[config.mk]
export PLATFORM = sky130hd
export DESIGN_NAME = qmf_lane
export DESIGN_NICKNAME = d
export VERILOG_FILES = /design/src/sv/qmf_polyphase_analysis_defines.svh /design/src/sv/qmf_pkg.sv /design/src/sv/qmf_lane.sv
export SDC_FILE = /design/constraint.sdc
export NUM_CORES = 1
export LEC_CHECK = 0
export BUFFER_PORTS_ARGS = -buffer_cell sky130_fd_sc_hd__buf_4
export CAP_MARGIN = 0
export CORE_UTILIZATION = 55
export DETAILED_ROUTE_END_ITERATION = 12
export PLACE_DENSITY = 0.75
export SLEW_MARGIN = 25
export SYNTH_ARGS = -nofsm -noshare
export SYNTH_HDL_FRONTEND = slang
export SYNTH_SLANG_ARGS = --single-unit
[constraint.sdc]
create_clock -name clk -period 8.35 [get_ports clk]
set_input_delay 1.67 -clock clk [delete_from_list [all_inputs] [get_ports clk]]
set_output_delay 1.67 -clock clk [all_outputs]
set_load 0.01 [all_outputs]
[src/sv/qmf_polyphase_analysis_defines.svh]
// ----------------------------------------------------------------------------
// QMF analysis assertion macros
// Shared assertion forms for the QMF analysis bank, clocked on clk and held
// off during reset.
// ----------------------------------------------------------------------------
`ifndef QMF_POLYPHASE_ANALYSIS_DEFINES_SVH
`define QMF_POLYPHASE_ANALYSIS_DEFINES_SVH
// Same-cycle implication.
`define QMF_ASSERT_IMP(label, ante, cons) \
  label: assert property (@(posedge clk) disable iff (!rst_n) (ante) |-> (cons)) \
    else $error("qmf assertion failed");
// Next-cycle implication.
`define QMF_ASSERT_NXT(label, ante, cons) \
  label: assert property (@(posedge clk) disable iff (!rst_n) (ante) |=> (cons)) \
    else $error("qmf assertion failed");
`endif

[src/sv/qmf_pkg.sv]
// ----------------------------------------------------------------------------
// QMF analysis package
// Widths, request codes and the lane control bundle shared by the bank.
// ----------------------------------------------------------------------------
package qmf_pkg;

  localparam int SAMPLE_W   = 16;
  localparam int CFG_W      = 11;
  localparam int ACC_W      = 31;
  localparam int PACK_SHIFT = 15;
  localparam int LANES      = 4;

  localparam logic [CFG_W-1:0] BLOCK_PAIRS_RESET = 11'd256;

  localparam logic REQ_COEF   = 1'b0;
  localparam logic REQ_SAMPLE = 1'b1;

  typedef logic signed [SAMPLE_W-1:0] sample_t;

  typedef struct packed {
    logic clr;
    logic mul_en;
  } lane_ctl_t;

endpackage

[src/sv/qmf_lane.sv]
// ----------------------------------------------------------------------------
// QMF MAC lane
// One channel's multiply-accumulate: registered product, then a wrapping
// accumulator whose bits 30..15 form the packed phase value.
// ----------------------------------------------------------------------------
module qmf_lane (
  input  logic                clk,
  input  logic                rst_n,
  input  qmf_pkg::lane_ctl_t  ctl,
  input  qmf_pkg::sample_t    tap,
  input  qmf_pkg::sample_t    sample,
  output logic [qmf_pkg::SAMPLE_W-1:0] pack
);

  logic signed [2*qmf_pkg::SAMPLE_W-1:0] prod_r;
  logic                                  prod_v_r;
  logic [qmf_pkg::ACC_W-1:0]             acc_r;

  always_ff @(posedge clk) begin
    if (!rst_n) begin
      prod_v_r <= 1'b0;
    end else begin
      prod_v_r <= ctl.mul_en;
    end
  end

  always_ff @(posedge clk) begin
    prod_r <= tap * sample;
    if (ctl.clr) begin
      acc_r <= '0;
    end else if (prod_v_r) begin
      acc_r <= acc_r + prod_r[qmf_pkg::ACC_W-1:0];
    end
  end

  assign pack = acc_r[qmf_pkg::PACK_SHIFT +: qmf_pkg::SAMPLE_W];

endmodule

After elaboration in Yosys (flattened, before gate mapping)
Index checks and enable logic that the tools add are counted.

Bits in latches: 0. Output and inout port bits: 16. Bits in writable memories: 0. Logic and storage cells: 5. Memories kept: 0. ROM bits: 0. Bits in registers: 63.

Order comparisons: 0. Shifts and indexed selects: 0. Div/mod/pow operators: 0. Bitwise operators: 0. Muxes and demuxes: 0. Multipliers: 1. Eq/ne operators: 0. Reduce and logical (&&, ||, !) cells: 0. $add $sub $neg: 1.

Operator list (count): 31-bit adder (1); 16-bit by 16-bit multiplier with 31-bit output (1).

Logic depth before layout (Yosys ltp)
Depth in word-level cells: 1. Gate-level depth with buffers: 25. Gate-level depth less buffers: 24.

Worst setup path after synthesis
Ideal clock, no wire load.

Path type: input -> register. Start point: input sample[1]. End point: register prod_r[30] (netlist name). Setup slack: 830 ps. Arrival time: 7448 ps. Stages: 21. Cell sequence: clkbuf_1 nand2_1 inv_1 fa_1 inv_1 fa_1 fa_1 fa_1 fa_1 fa_1 inv_1 ha_1 a21o_1 a21o_1 a21o_1 a221oi_1 a31oi_1 a2111oi_0 o21bai_1 a21oi_1 xnor2_1.

Cells in the longest elaborated chain, start to end: 1.

Ends and longest elaborated chain: start, declared (line qmf_lane.sv:11) `input qmf_pkg::sample_t sample,`; 16-bit by 16-bit multiplier with 31-bit output (line qmf_lane.sv:28) `prod_r <= tap * sample;`; end signal, assigned (line qmf_lane.sv:28); end, declared (line qmf_lane.sv:15) `logic signed [2*qmf_pkg::SAMPLE_W-1:0] prod_r;`.

Every way passes these cells. A chain may end at the register's enable or synchronous reset.

Worst setup path after layout
Start point: input tap[15]. End point: register prod_r[30] (netlist name).

Cells in the longest elaborated chain, start to end: 1.

Ends and longest elaborated chain: start, declared (line qmf_lane.sv:10) `input qmf_pkg::sample_t tap,`; 16-bit by 16-bit multiplier with 31-bit output (line qmf_lane.sv:28).

Every way passes these cells.

==> impl_metrics.env <==
export IMPL_outcome="finished, final reports clean"
export IMPL_maxCapViolations=0
export IMPL_fin_crit_sh_pct=91.3
export IMPL_post_cts_buffers=0
export IMPL_mostFrequentLayoutCell="inv_1"
export IMPL_viasPerCell=5.21
export IMPL_dpl_cell_count=1735
export IMPL_clock_sinks=63
export IMPL_die_h_microns=155
export IMPL_fp_row_count=55
export IMPL_critPathKind="in -> reg"
export IMPL_end_kind="flip-flop"
export IMPL_drt_total_wl_microns=27300
export IMPL_rsz0062_at_grt="false"
export IMPL_clkLatencyLatePin_ns=0.33
export IMPL_drive_above_1_share_pct=5.08
export IMPL_n_fill_cell=1988
export IMPL_most_common_layout_cells="307 x inv_1, 257 x fa_1, 152 x nand2_1"
export IMPL_fin_setup_tns_ns=0
export IMPL_arrival_ns=7.83
export IMPL_hold_viol=0
export IMPL_area_growth_pct=6.05
export IMPL_path_buf_inv=4
export IMPL_maxSlewViolCount=0
export IMPL_cts_hold_buf=0
export IMPL_grt_pass1_wl_microns=47100
export IMPL_portBuffers=51
export IMPL_antenna_found_initial=0
export IMPL_slowest_delay_ns=0.68
export IMPL_ctsResizeCount=0
export IMPL_cts_root_buffer="clkbuf_16"
export IMPL_crit_end="prod_r[30]"
export IMPL_setup_viol=0
export IMPL_final_cells=1751
export IMPL_grt_pass1_vias=9756
export IMPL_yosysWarnings=0
export IMPL_path_common_cell="fa_1"
export IMPL_grt_util_all_layers_pct=24.7
export IMPL_worstMarginPinSlew_ns=0.563
export IMPL_place_congestion=0.932
export IMPL_initial_core_util_pct=56.5
export IMPL_nNetsFinal=1836
export IMPL_ys_seq_elements=63
export IMPL_firstDrtPassIters=4
export IMPL_maxSlewHeadroom_pct=61.5
export IMPL_multi_input_area_sq_um=10200
export IMPL_async_flop_share_pct=0
export IMPL_cts_made_buffers=9
export IMPL_synth_edf_count=0
export IMPL_r2r_start="acc_r[0]"
export IMPL_r2r_end="acc_r[30]"
export IMPL_hpwl_microns=22300
export IMPL_crit_cells=21
export IMPL_max_freq_mhz=131
export IMPL_synthFlopType="dfxtp_1"
export IMPL_clk_pin_slew_ns=0.06
export IMPL_ys_types=51
export IMPL_core_area_sq_um=22800
export IMPL_die_area_sq_um=24000
export IMPL_seq_area_sq_um=1260
export IMPL_grt_max_degree=35
export IMPL_reg2reg_depth=12
export IMPL_cts_buffer_depth=2
export IMPL_required_ns=8.55
export IMPL_via_count=9114
export IMPL_period_needed_ns=7.62
export IMPL_fp_dieW_microns=155
export IMPL_avgSynthCellArea_sq_um=9.01
export IMPL_grt_ovfl_total=0
export IMPL_start_kind="input port"
export IMPL_antenna_cells=0
export IMPL_cpLargestDelayFamily="adder cells"
export IMPL_hp_class="reg -> reg"
export IMPL_worstPathMaxFanout=17
export IMPL_wl_per_cell_microns=15.6
export IMPL_path_cells="buf_4 > nand2_1 > inv_1 > fa_1 > inv_1 > fa_1 > fa_1 > fa_1 > fa_1 > fa_1 > inv_1 > ha_1 > a21o_1 > a21o_1 > a21o_1 > a221oi_1 > a31oi_1 > a2111oi_0 > o21bai_1 > a21oi_1 > xnor2_1"
export IMPL_crit_start="tap[15]"
export IMPL_clock_skew_final_ns=0.00656
export IMPL_route_detailed_drc=0
export IMPL_synth_cells=1429
export IMPL_ios=52
export IMPL_ant_nets=0
export IMPL_cp_slowest_cell="fa_1"
export IMPL_h_tree_depth=3
export IMPL_ys_seq_area_share_pct=9.79
export IMPL_cts_tree="built"
export IMPL_drtIter0Drc=424
export IMPL_ff2ff_setup_slack_ns=5.17
export IMPL_syn_num_nets=1832
export IMPL_syn_cell_area_sq_um=12900
[registers in the layout, summed over array words and instances, names as in the netlist]
name      cells
prod_r       31
prod_v_r      1
acc_r        31
[final cells by class]
class                      instances  share of cell area [%]
multi-input combinational       1000                    74.5
clock inverter                     7                   0.403
clock buffer                       9                    1.65
timing repair buffer              52                    2.86
sequential                        63                    9.24
inverter                         307                    8.44
tap                              313                    2.87
[metrics by stage]
stage	worst slack [ns]	hold slack, ns	area, sq um	utilization (%)
after floorplan	0.830	0.459	12900	-
after global placement	0.550	0.472	13400	58.7
after detailed placement	0.398	0.486	13400	58.7
after CTS	0.742	0.494	13700	60.0
after global routing	0.405	0.529	13700	60.0
final	0.726	0.493	13700	60.0
[synthesized netlist by cell type (2+ instances only)]
cell type,n,area share (%)
o21a_1,9,0.52
o31a_1,2,0.14
a211oi_1,8,0.47
nand3_1,12,0.47
or3_1,5,0.24
o311ai_0,2,0.14
clkbuf_1,40,1.2
nor2_1,63,1.8
nor2b_1,9,0.44
a21o_1,19,1.1
o41ai_1,2,0.14
and3_1,5,0.24
a21oi_1,47,1.8
o21ai_0,29,1.1
nand2_1,152,4.4
xor2_1,11,0.75
a31oi_1,10,0.49
nand2b_1,16,0.78
ha_1,110,11
o21bai_1,13,0.76
fa_1,257,40
mux2i_1,15,1.2
inv_1,307,8.9
buf_1,2,0.058
dfxtp_1,63,9.8
nand4_1,3,0.15
a211o_1,2,0.14
and2_1,117,5.7
buf_4,16,0.93
o22ai_1,3,0.15
o211ai_1,3,0.17
a221oi_1,2,0.14
xnor2_1,50,3.4
nor3_1,8,0.31
[worst register-to-register path, cell delays in order (launching register included)]
cell      delay (ns)
dfxtp_1         0.34
ha_1            0.18
inv_1           0.06
fa_1            0.40
nor2b_1         0.17
o31a_1          0.18
o31a_1          0.21
o21bai_1        0.14
o211ai_1        0.32
nand3_1         0.15
and2_1          0.20
o311ai_0        0.33
mux2_2          0.37
[worst min path at each step]
stage	start	to	slack [ns]	cells past startpoint
after detailed placement	acc_r[28]	acc_r[28]	0.49	2
after floorplan	acc_r[23]	acc_r[23]	0.46	2
after CTS	acc_r[28]	acc_r[28]	0.49	2
after global placement	acc_r[10]	acc_r[10]	0.47	2
after global routing	acc_r[11]	acc_r[11]	0.53	2
final	acc_r[9]	acc_r[9]	0.49	2
[cells by family after synthesis]
logic type | share of synthesized area [%]
AO/OA/AOI/OAI | 8.17
XOR/XNOR | 4.15
adder cells (fa/ha/maj) | 50.6
buffers and inverters | 11.1
flip-flops | 9.79
multiplexers | 1.34
AND/OR/NAND/NOR | 14.8
[metal layers]
layer	GRT usage [%]	up-vias	routed length (microns)
met4	5.52	0	412
met3	4.43	42	1820
li1	-	4344	-
met2	40.5	261	12400
met5	0	-	0
met1	34.2	4467	12600
Power is not shown: default switching activity piles up to over one toggle a cycle in this logic, so the estimate is an artifact.
