File: src/sv/qmf_polyphase_analysis_defines.svh
// ----------------------------------------------------------------------------
// QMF analysis assertion macros
// Shared assertion forms for the QMF analysis bank, clocked on clk and held
// off during reset.
// ----------------------------------------------------------------------------
`ifndef QMF_POLYPHASE_ANALYSIS_DEFINES_SVH
`define QMF_POLYPHASE_ANALYSIS_DEFINES_SVH
// Same-cycle implication.
`define QMF_ASSERT_IMP(label, ante, cons) \
  label: assert property (@(posedge clk) disable iff (!rst_n) (ante) |-> (cons)) \
    else $error("qmf assertion failed");
// Next-cycle implication.
`define QMF_ASSERT_NXT(label, ante, cons) \
  label: assert property (@(posedge clk) disable iff (!rst_n) (ante) |=> (cons)) \
    else $error("qmf assertion failed");
`endif

File: src/sv/qmf_pkg.sv
// ----------------------------------------------------------------------------
// QMF analysis package
// Widths, request codes and the lane control bundle shared by the bank.
// ----------------------------------------------------------------------------
package qmf_pkg;

  localparam int SAMPLE_W   = 16;
  localparam int CFG_W      = 11;
  localparam int ACC_W      = 31;
  localparam int PACK_SHIFT = 15;
  localparam int LANES      = 4;

  localparam logic [CFG_W-1:0] BLOCK_PAIRS_RESET = 11'd256;

  localparam logic REQ_COEF   = 1'b0;
  localparam logic REQ_SAMPLE = 1'b1;

  typedef logic signed [SAMPLE_W-1:0] sample_t;

  typedef struct packed {
    logic clr;
    logic mul_en;
  } lane_ctl_t;

endpackage

File: src/sv/qmf_merge.sv
// ----------------------------------------------------------------------------
// QMF band merge
// Adds the overlap history to each lane's phase value, forms the sum and
// difference bands and holds the result item until it is taken.
// ----------------------------------------------------------------------------
module qmf_merge (
  input  logic        clk,
  input  logic        rst_n,
  input  logic        load,
  input  logic [qmf_pkg::LANES-1:0][qmf_pkg::SAMPLE_W-1:0] packs,
  input  logic [qmf_pkg::LANES-1:0][qmf_pkg::SAMPLE_W-1:0] hist,
  input  logic        last,
  output logic        free,
  output logic        out_valid,
  input  logic        out_ready,
  output logic signed [15:0] out_low_left,
  output logic signed [15:0] out_low_right,
  output logic signed [15:0] out_high_left,
  output logic signed [15:0] out_high_right,
  output logic        out_block_last
);

  logic [qmf_pkg::LANES-1:0][qmf_pkg::SAMPLE_W-1:0] ph;
  logic out_valid_r;
  logic [15:0] low_l_r, low_r_r, high_l_r, high_r_r;
  logic last_r;

  always_comb begin
    for (int c = 0; c < qmf_pkg::LANES; c++) begin
      ph[c] = packs[c] + hist[c];
    end
  end

  assign free = !out_valid_r || out_ready;

  always_ff @(posedge clk) begin
    if (!rst_n) begin
      out_valid_r <= 1'b0;
    end else if (load) begin
      out_valid_r <= 1'b1;
    end else if (out_ready) begin
      out_valid_r <= 1'b0;
    end
  end

  always_ff @(posedge clk) begin
    if (load) begin
      low_l_r  <= ph[0] + ph[2];
      low_r_r  <= ph[1] + ph[3];
      high_l_r <= ph[0] - ph[2];
      high_r_r <= ph[1] - ph[3];
      last_r   <= last;
    end
  end

  assign out_valid      = out_valid_r;
  assign out_low_left   = low_l_r;
  assign out_low_right  = low_r_r;
  assign out_high_left  = high_l_r;
  assign out_high_right = high_r_r;
  assign out_block_last = last_r;

endmodule
File: config.mk
export PLATFORM = sky130hd
export DESIGN_NAME = qmf_merge
export DESIGN_NICKNAME = d
export VERILOG_FILES = /design/src/sv/qmf_polyphase_analysis_defines.svh /design/src/sv/qmf_pkg.sv /design/src/sv/qmf_merge.sv
export SDC_FILE = /design/constraint.sdc
export NUM_CORES = 1
export LEC_CHECK = 0
export ABC_AREA = 1
export BUFFER_PORTS_ARGS = -buffer_cell sky130_fd_sc_hd__buf_4
export CELL_PAD_IN_SITES_DETAIL_PLACEMENT = 2
export CELL_PAD_IN_SITES_GLOBAL_PLACEMENT = 2
export CORE_UTILIZATION = 31
export CTS_CLUSTER_DIAMETER = 80
export DETAILED_ROUTE_END_ITERATION = 8
export GPL_ROUTABILITY_DRIVEN = 0
export PLACE_DENSITY_LB_ADDON = 0.1
export SYNTH_ARGS = -nofsm -noshare
export SYNTH_HDL_FRONTEND = slang
export SYNTH_SLANG_ARGS = --single-unit
File: constraint.sdc
create_clock -name clk -period 4 [get_ports clk]
set_input_delay 0.6 -clock clk [delete_from_list [all_inputs] [get_ports clk]]
set_output_delay 0.6 -clock clk [all_outputs]
set_load 0.1 [all_outputs]
* Yosys cells after proc, flatten, opt, wreduce, memory -nomap -nowiden
Index checks and enable logic that the tools add are counted.
Operators by class: $add $sub $neg 8, $mul 0, div/mod/pow operators 0, magnitude comparators 0, eq/ne operators 0, shifts and indexed selects 0, muxes and demuxes 2, bitwise gates (word level) 0, reduce and logical (&&, ||, !) cells 3
Operator list (number):
- adder 16 bit | 6
- subtractor 16 bit | 2
- 2-to-1 mux 1 bit | 2
- nonzero test 2 bit | 1
- zero test 1 bit | 1
- logical OR 1 bit | 1
Storage, ports and cells: register bits after elaboration 66, bits in latches 0, RAM bits 0, memory bits (read-only) 0, bits of input ports 133, output and inout port bits 67, word-level logic and storage cells 19, memories 0

* Longest topological paths before layout
Gate-level depths: netlist of run 1.
word-level depth 2, gate-level depth with buffers 22, gate-level depth less buffers 22

* Worst setup path before layout of run 1
No wires, ideal clock.
path type in2reg, start point input port packs[16] in the netlist's numbering, end point register low_r_r[14] (netlist: out_low_right[14]), data pin, library setup time 0.260 ns, data arrival time 2.985 ns, required time 3.740 ns, setup slack 0.755 ns, stages 15, buffers on the path 0, cells stage by stage ha_1 > inv_1 > fa_1 > o31ai_1 > a21oi_1 > o21ai_2 > xor2_1 > ha_1 > inv_2 > nor2_1 > o21ai_0 > nand2_1 > a21oi_1 > nand2_1 > xor2_1
On the way: cells in the longest elaborated chain, start to end 2
RTL lines:
- start: declaration | line qmf_merge.sv:10 | input logic [qmf_pkg::LANES-1:0][qmf_pkg::SAMPLE_W-1:0] packs,
- adder 16 bit | line qmf_merge.sv:30 | ph[c] = packs[c] + hist[c];
- adder 16 bit | line qmf_merge.sv:49 | low_r_r <= ph[1] + ph[3];
- end signal: assignment | line qmf_merge.sv:49
- end: declaration | line qmf_merge.sv:25 | logic [15:0] low_l_r, low_r_r, high_l_r, high_r_r;
No other way between the ends. A chain may end at the register's enable or synchronous reset.

* Worst setup path in the final report of run 1
start point input port hist[16] in the netlist's numbering, end point register low_r_r[14] (netlist: out_low_right[14]), data pin
On the way: cells in the longest elaborated chain, start to end 2
RTL lines:
- start: declaration | line qmf_merge.sv:11 | input logic [qmf_pkg::LANES-1:0][qmf_pkg::SAMPLE_W-1:0] hist,
- adder 16 bit | line qmf_merge.sv:30
- adder 16 bit | line qmf_merge.sv:49
No other way between the ends.

==> flow_summary.rst, run 1 <==
.. list-table::
   :header-rows: 1

   * - Metric
     - Value
   * - Pwr/cell area
     - about 730 nW/um^2
   * - Vias in the first global route
     - 8868
   * - Placed wire-length estimate
     - between 20000 and 25000 um
   * - Post-detailed-placement cell area
     - 9950 um^2
   * - Main combinational cell family by area after synthesis
     - simple AND/OR/NAND/NOR gates
   * - CP cell instances
     - buf_4, ha_1, inv_1, fa_1, o31ai_1, a21oi_1, o21ai_2, xor2_1, ha_1, inv_2, nor2_1, o21ai_0, nand2_1, a21oi_1, nand2_1, xor2_1
   * - Met3 wire length
     - ~740 um
   * - Clock period minus final worst setup slack
     - about 3.6 ns
   * - Tcrit/Tclk final
     - 0.902
   * - Standard-cell row count
     - 58
   * - Highest metal layer used by the detailed router
     - met4
   * - Non-filler cells, final
     - roughly 1600
   * - Diodes inserted
     - 0
   * - Asr flop ratio synth
     - 0
   * - Area delta synth->final
     - 26.0%
   * - Critical path data required time
     - 4.09 ns
   * - Final setup viols
     - 0
   * - Number of detailed-route iterations in the first pass
     - 4
   * - Post-CTS Hold Fix Bufs
     - 0
   * - Width of the chip
     - ~160 um
   * - Post-synthesis compound-gate area fraction
     - 0.128
   * - Status
     - completed
   * - Number of placed instances, taps included
     - 1626
   * - Adder-cell share of the synthesized area
     - 0.205
   * - XOR/XNOR Fraction of Synth Area
     - 0.106
   * - CP Class
     - input pin to register
   * - Synth Area per Inst
     - between 7 and 8 um^2
   * - Standard cell with the maximum stage delay on the critical path
     - sky130_fd_sc_hd__fa_1
   * - Violation count after the first detailed-route iteration
     - 200
   * - Path class of the lowest-slack min-delay path
     - input pin to register
   * - CP startpoint kind
     - input pin
   * - Overall routing resource usage
     - 0.207
   * - Wirelength per Cell
     - 16.7 um
   * - Clk slew on worst S/H paths
     - roughly 0.060 ns
   * - MaxCap Viol Count
     - 0
   * - Worst Skew
     - 0 ns
   * - Latest clock arrival within the worst-skew pair
     - between 0.3 and 0.4 ns
   * - Number of nets with antenna violations after routing
     - 0
   * - Number of antenna violations at the first check in global routing
     - 0
   * - DIE HEIGHT
     - ~160 um
   * - Largest net degree at the start of global routing
     - 65
   * - Wire length on met2
     - roughly 16000 um
   * - Number of nets in the synthesized netlist
     - between 1000 and 1500
   * - Port bufs
     - 199
   * - Biggest cell delay along the critical path
     - between 0.4 and 0.5 ns
   * - Clk buf depth
     - 2
   * - Root buffer cell
     - sky130_fd_sc_hd__clkbuf_16
   * - Arrival time at the worst endpoint
     - between 3 and 4 ns
   * - Post-synth EDFFs
     - 63
   * - Maximum level of the CTS H-tree
     - 3
   * - Detailed-route via count
     - roughly 8000
   * - Final Max Tran Viols
     - 0
   * - Proportion of synthesized chip area in sequential cells
     - 0.235
   * - Remaining global-route overflow
     - 0
   * - Unique cell type count in the Yosys netlist
     - 40
   * - CTS Buf Count
     - 9
   * - Die Footprint
     - 26900 um^2
   * - Wire length on met1
     - 10300 um
   * - Category of the worst setup path capture point
     - register
   * - Synth Instances
     - approximately 1100
   * - Detailed-route DRC error count
     - 0
   * - Yosys warns
     - 0
   * - Highest clock rate
     - around 280 MHz
   * - Most common cell after layout, fill and taps aside
     - sky130_fd_sc_hd__nand2_1
   * - Critical path peak fanout
     - 7
   * - Cell type with the largest total area after synthesis
     - sky130_fd_sc_hd__edfxtp_1
   * - Synth Area in Simple Gates
     - 0.234
   * - Wire length of the first global-routing pass
     - approximately 43000 um
   * - Max-slew headroom at the worst pin
     - 0.428
   * - Dominant cells by area after synthesis
     - sky130_fd_sc_hd__edfxtp_1, sky130_fd_sc_hd__ha_1, sky130_fd_sc_hd__nand2_1
   * - Area of the mapped netlist
     - 8120 um^2
   * - Clock net sink count
     - 64
   * - Peak supply drop
     - around 0.00058 V
   * - RSZ-0062 raised after global routing
     - no
   * - Multiplexer area fraction after synthesis
     - 0
   * - Post-DR vias/cell
     - 4.90
   * - IO Pins
     - 200
   * - Flip-flop cell with the highest count after synthesis
     - sky130_fd_sc_hd__edfxtp_1
   * - Post-Layout Inst Area
     - ~10000 um^2
   * - Area share of the leading cell type in the synthesized netlist
     - 0.233
   * - Final WL
     - 27500 um
   * - Commonest non-fill, non-tap cells in the layout
     - sky130_fd_sc_hd__nand2_1, sky130_fd_sc_hd__buf_4, sky130_fd_sc_hd__inv_1
   * - Final Hold Fails
     - 0
   * - Leakage Power
     - about 5.4 nW
   * - Fraction of layout cells with a size suffix above 1
     - 0.196
   * - Cells resized by post-CTS repair
     - 0
   * - Slew at the pin closest to its max-slew limit
     - between 0.8 and 0.9 ns
   * - Nets
     - roughly 1600
   * - Flops & latches, synth
     - 64
   * - Clock tree from TritonCTS
     - yes
   * - Core area
     - about 25000 um^2
   * - Post-CTS repair timing setup buffer count
     - 0
   * - Initial Utilization
     - 0.319
-- metal layers --
metal / vias up / GRT usage
li1: 4014 / -
met1: 3845 / 0.204
met2: 150 / 0.439
met3: 36 / 0.0199
met4: 0 / 0.0686
met5: - / 0
-- cell type report --
class	count	area, um^2
clock buffers	11	233
clock inverters	5	57.6
fillers	3045	15200
inverters	170	638
multi-input cells	859	5460
flip-flops and latches	64	1910
well taps	330	413
repair buffers	203	1520
-- worst max-delay path: cells and delay by family --
family | cells | cell delay, ns
compound gates | 5 | 1.14
fa+ha+maj | 3 | 0.95
xor+xnor | 2 | 0.45
buf+inv | 3 | 0.31
simple gates | 3 | 0.25
-- registers in the layout, summed over array words and instances (netlist names) --
| register | cells |
|---|---|
| out_high_right | 16 |
| out_high_left | 15 |
| out_valid | 1 |
| out_block_last | 1 |
| out_low_left | 16 |
| out_low_right | 15 |
-- per-stage QoR --
step	total power [mW]	TNS (ns)	hold slack (ns)	setup WS, ns	utilization
3_3_place_gp	6.61	0	0.495	0.158	0.391
3_5_place_dp	6.73	-0.0357	0.507	-0.0357	0.391
5_1_grt	7.89	0	0.436	0.103	0.402
4_1_cts	7.56	0	0.422	0.342	0.402
2_1_floorplan	5.41	0	0.699	0.755	-
6_report	7.46	0	0.441	0.394	0.402
-- cells by family after synthesis --
family          after synthesis
compound gates              181
xor+xnor                     98
fa+ha+maj                   128
buf+inv                     185
flops                        64
simple gates                452
-- where the power goes --
| group | leakage [nW] | internal, mW | switching, mW |
|---|---|---|---|
| combinational | 4.62 | 1.31 | 4.06 |
| sequential | 0.625 | 1.20 | 0.0944 |
| clock | 0.143 | 0.483 | 0.300 |
-- synthesized netlist by cell type (2+ instances only) --
| library cell | count |
|---|---|
| sky130_fd_sc_hd__nand2_1 | 271 |
| sky130_fd_sc_hd__inv_1 | 161 |
| sky130_fd_sc_hd__ha_1 | 120 |
| sky130_fd_sc_hd__a21oi_1 | 92 |
| sky130_fd_sc_hd__xor2_1 | 78 |
| sky130_fd_sc_hd__nor2_1 | 75 |
| sky130_fd_sc_hd__edfxtp_1 | 63 |
| sky130_fd_sc_hd__nand3_1 | 52 |
| sky130_fd_sc_hd__o21ai_0 | 35 |
| sky130_fd_sc_hd__xnor2_1 | 20 |
| sky130_fd_sc_hd__nor3_1 | 17 |
| sky130_fd_sc_hd__o21bai_1 | 12 |
| sky130_fd_sc_hd__a21o_1 | 9 |
| sky130_fd_sc_hd__inv_2 | 9 |
| sky130_fd_sc_hd__nand2_2 | 9 |
| sky130_fd_sc_hd__nand4_1 | 9 |
| sky130_fd_sc_hd__fa_1 | 8 |
| sky130_fd_sc_hd__o21ai_2 | 8 |
| sky130_fd_sc_hd__a31oi_1 | 7 |
| sky130_fd_sc_hd__buf_4 | 7 |
| sky130_fd_sc_hd__nand3b_1 | 7 |
| sky130_fd_sc_hd__buf_2 | 5 |
| sky130_fd_sc_hd__a21oi_2 | 4 |
| sky130_fd_sc_hd__a211oi_1 | 3 |
| sky130_fd_sc_hd__buf_6 | 3 |
| sky130_fd_sc_hd__nand3_2 | 3 |
| sky130_fd_sc_hd__o21ai_1 | 3 |
| sky130_fd_sc_hd__a21boi_0 | 2 |
| sky130_fd_sc_hd__a31o_2 | 2 |
| sky130_fd_sc_hd__and3_2 | 2 |
| sky130_fd_sc_hd__o31ai_1 | 2 |
| sky130_fd_sc_hd__or2_1 | 2 |
-- worst paths after layout --
| check | startpoint | to | slack (ns) | cells after the start |
|---|---|---|---|---|
| min | last | out_block_last$_DFFE_PP_ | 0.44 | 1 |
| min reg2reg | out_valid$_SDFFE_PN0P_ | out_valid$_SDFFE_PN0P_ | 0.52 | 2 |
| max reg2reg | out_valid$_SDFFE_PN0P_ | out_valid$_SDFFE_PN0P_ | 3.38 | 2 |
| max | hist[16] | out_low_right[14]$_DFFE_PP_ | 0.39 | 16 |
No activity file was read; power rests on OpenSTA's default activity.
==> run 2: changes to the inputs <==
PLACE_DENSITY = 0.86   (was default)
PLACE_DENSITY_LB_ADDON = default   (was 0.1)
==> run 2 against run 1 <==
Net effect: first-iteration DRC count is 5.0% lower; fmax is 0.97% lower; critical path depth is 1 higher.
==> flow_summary.rst, run 2 (same netlist as run 1, synthesis figures left out) <==
.. list-table::
   :header-rows: 1

   * - Metric
     - Value
   * - Clock tree from TritonCTS
     - yes (unchanged)
   * - Leakage Power
     - 5.39 nW (about the same)
   * - Nets
     - 1567 (was 1568)
   * - Final setup viols
     - 0 (unchanged)
   * - Most common cell after layout, fill and taps aside
     - sky130_fd_sc_hd__nand2_1 (unchanged)
   * - Startpoint of the worst hold path
     - last (unchanged)
   * - Post-CTS repair timing setup buffer count
     - 0 (unchanged)
   * - Category of the worst setup path capture point
     - register (unchanged)
   * - Logic depth of the worst register-to-register path
     - 2 (unchanged)
   * - Core area
     - 25500 um^2 (unchanged)
   * - Overall routing resource usage
     - 0.216 (was 0.207)
   * - Worst Skew
     - 0 ns (unchanged)
   * - Path class of the lowest-slack min-delay path
     - input pin to register (unchanged)
   * - Port bufs
     - 199 (unchanged)
   * - Capture endpoint of the worst hold path
     - out_block_last$_DFFE_PP_ (unchanged)
   * - IO Pins
     - 200 (unchanged)
   * - Critical path peak fanout
     - 8 (was 7)
   * - Startpoint of the lowest-slack register-to-register path
     - out_valid$_SDFFE_PN0P_ (unchanged)
   * - Number of filler instances in the final layout
     - 3027 (was 3045)
   * - Peak supply drop
     - 0.000457 V (was 0.000579 V)
   * - Clock net sink count
     - 64 (unchanged)
   * - Slew at the pin closest to its max-slew limit
     - 0.880 ns (was 0.858 ns)
   * - Latest clock arrival within the worst-skew pair
     - 0.34 ns (was 0.33 ns)
   * - CP Class
     - input pin to register (unchanged)
   * - Wire length of the first global-routing pass
     - 45500 um (was 43300 um)
   * - Width of the chip
     - 164 um (unchanged)
   * - Cells resized by post-CTS repair
     - 0 (unchanged)
   * - Proportion of power drawn by flip-flops and latches
     - 0.172 (was 0.174)
   * - Area delta synth->final
     - 26.3% (was 26.0%)
   * - Critical path data required time
     - 4.09 ns (about the same)
   * - Final Max Tran Viols
     - 0 (unchanged)
   * - Clk buf depth
     - 2 (unchanged)
   * - Net Switching
     - 4.51 mW (was 4.46 mW)
   * - DIE HEIGHT
     - 164 um (unchanged)
   * - CTS Buf Count
     - 9 (unchanged)
   * - Post-layout util
     - 0.403 (was 0.402)
   * - Final Hold Fails
     - 0 (unchanged)
   * - Remaining global-route overflow
     - 0 (unchanged)
   * - Internal Dissipation
     - 3.07 mW (was 3.00 mW)
   * - Die Footprint
     - 26900 um^2 (unchanged)
   * - Post-DR vias/cell
     - 4.99 (was 4.90)
   * - Detailed-route via count
     - 8184 (was 8045)
   * - Highest clock rate
     - 275 MHz (was 277 MHz)
   * - Gate power share
     - 0.714 (was 0.721)
   * - Tcrit/Tclk final
     - 0.910 (was 0.902)
   * - Max-slew headroom at the worst pin
     - 0.413 (was 0.428)
   * - Diodes inserted
     - 0 (unchanged)
   * - Net switching share of the total power
     - 0.595 (was 0.598)
   * - Vias in the first global route
     - 9266 (was 8868)
   * - Initial Utilization
     - 0.319 (unchanged)
   * - Clk slew on worst S/H paths
     - 0.06 ns (about the same)
   * - Number of instances on the worst hold path
     - 1 (unchanged)
   * - Number of antenna violations at the first check in global routing
     - 0 (unchanged)
   * - RSZ-0062 raised after global routing
     - no (unchanged)
   * - Root buffer cell
     - sky130_fd_sc_hd__clkbuf_16 (unchanged)
   * - Wirelength per Cell
     - 17.4 um (was 16.7 um)
   * - Status
     - completed (unchanged)
   * - Largest net degree at the start of global routing
     - 65 (unchanged)
   * - Standard-cell row count
     - 58 (unchanged)
   * - Final WL
     - 28500 um (was 27500 um)
   * - Arrival time at the worst endpoint
     - 3.73 ns (was 3.70 ns)
   * - R2r endpoint
     - out_valid$_SDFFE_PN0P_ (unchanged)
   * - Number of nets with antenna violations after routing
     - 0 (unchanged)
   * - Placed wire-length estimate
     - 24700 um (was 23900 um)
   * - Slack of the worst reg-to-reg path
     - 3.32 ns (was 3.38 ns)
   * - Clock period minus final worst setup slack
     - 3.64 ns (was 3.61 ns)
   * - Part of the total power dissipated in the clock network
     - 0.114 (was 0.105)
   * - Maximum level of the CTS H-tree
     - 3 (unchanged)
   * - Detailed-route DRC error count
     - 0 (unchanged)
   * - Post-CTS Hold Fix Bufs
     - 0 (unchanged)
   * - Pwr/cell area
     - 739 nW/um^2 (was 728 nW/um^2)
   * - Fraction of layout cells with a size suffix above 1
     - 0.196 (about the same)
   * - Commonest non-fill, non-tap cells in the layout
     - sky130_fd_sc_hd__nand2_1, sky130_fd_sc_hd__buf_4, sky130_fd_sc_hd__inv_1 (unchanged)
   * - Final TNS setup
     - 0 ns (unchanged)
   * - MaxCap Viol Count
     - 0 (unchanged)
   * - CP startpoint kind
     - input pin (unchanged)
   * - Number of detailed-route iterations in the first pass
     - 4 (unchanged)
   * - Area of combinational cells with multiple inputs
     - 5460 um^2 (unchanged)
   * - Violation count after the first detailed-route iteration
     - 190 (was 200)
   * - Area taken by flip-flops and latches
     - 1910 um^2 (unchanged)
## run 2: metrics by stage
step	hold slack, ns	total power, mW	cells	instance area (um^2)	setup WS [ns]
floorplan	0.699	5.41	1108	8120	0.755
global placement	0.489	6.57	1625	9940	0.178
detailed placement	0.562	6.74	1625	9940	0.0356
CTS	0.435	7.66	1641	10300	0.337
global route	0.430	8.01	1641	10300	0.126
finish	0.450	7.58	1641	10300	0.358
## run 2: layout make-up
type,instances,area share
Multi-Input combinational cell,859,0.532
Clock buffer,10,0.0223
Tap cell,330,0.0402
Timing Repair Buffer,202,0.148
Inverter,170,0.0622
Sequential cell,64,0.186
Clock inverter,6,0.00902
## run 2: how the worst max path moves through the flow
stage,start,to
6_report,packs[16],out_high_right[15]$_DFFE_PP_
3_5_place_dp,packs[16],out_high_right[15]$_DFFE_PP_
3_3_place_gp,packs[16],out_low_right[14]$_DFFE_PP_
4_1_cts,packs[16],out_high_right[15]$_DFFE_PP_
5_1_grt,packs[16],out_high_right[15]$_DFFE_PP_
2_1_floorplan,packs[16],out_low_right[14]$_DFFE_PP_
## run 2: power by group through the flow
stage / combinational, mW / clock (mW) / sequential, mW
floorplan: 1.96 / 0 / 3.45
global placement: 5.26 / 0 / 1.31
detailed placement: 5.42 / 0 / 1.32
CTS: 5.46 / 0.887 / 1.31
global route: 5.75 / 0.918 / 1.34
finish: 5.41 / 0.867 / 1.30
## run 2: worst max-delay path, cell delays in order
cell and delay (ns):
sky130_fd_sc_hd__buf_4 0.08, sky130_fd_sc_hd__ha_1 0.15, sky130_fd_sc_hd__inv_1 0.05, sky130_fd_sc_hd__fa_1 0.42, sky130_fd_sc_hd__o31ai_1 0.43, sky130_fd_sc_hd__a21oi_1 0.22
sky130_fd_sc_hd__xnor2_1 0.19, sky130_fd_sc_hd__ha_1 0.49, sky130_fd_sc_hd__inv_1 0.15, sky130_fd_sc_hd__nand2_1 0.11, sky130_fd_sc_hd__nand2_1 0.09, sky130_fd_sc_hd__a21oi_1 0.29
sky130_fd_sc_hd__o21ai_0 0.14, sky130_fd_sc_hd__nor2_1 0.15, sky130_fd_sc_hd__inv_1 0.05, sky130_fd_sc_hd__nand3_1 0.07, sky130_fd_sc_hd__nand2_1 0.04
## run 2: metal layers
layer / track usage / wire length, um / vias to the layer above / part of all wire
li1: - / - / 4010 / -
met1: 0.216 / 10900 / 3959 / 0.38
met2: 0.453 / 16200 / 169 / 0.57
met3: 0.0187 / 676 / 46 / 0.024
met4: 0.0774 / 780 / 0 / 0.027
met5: 0 / 0 / - / 0
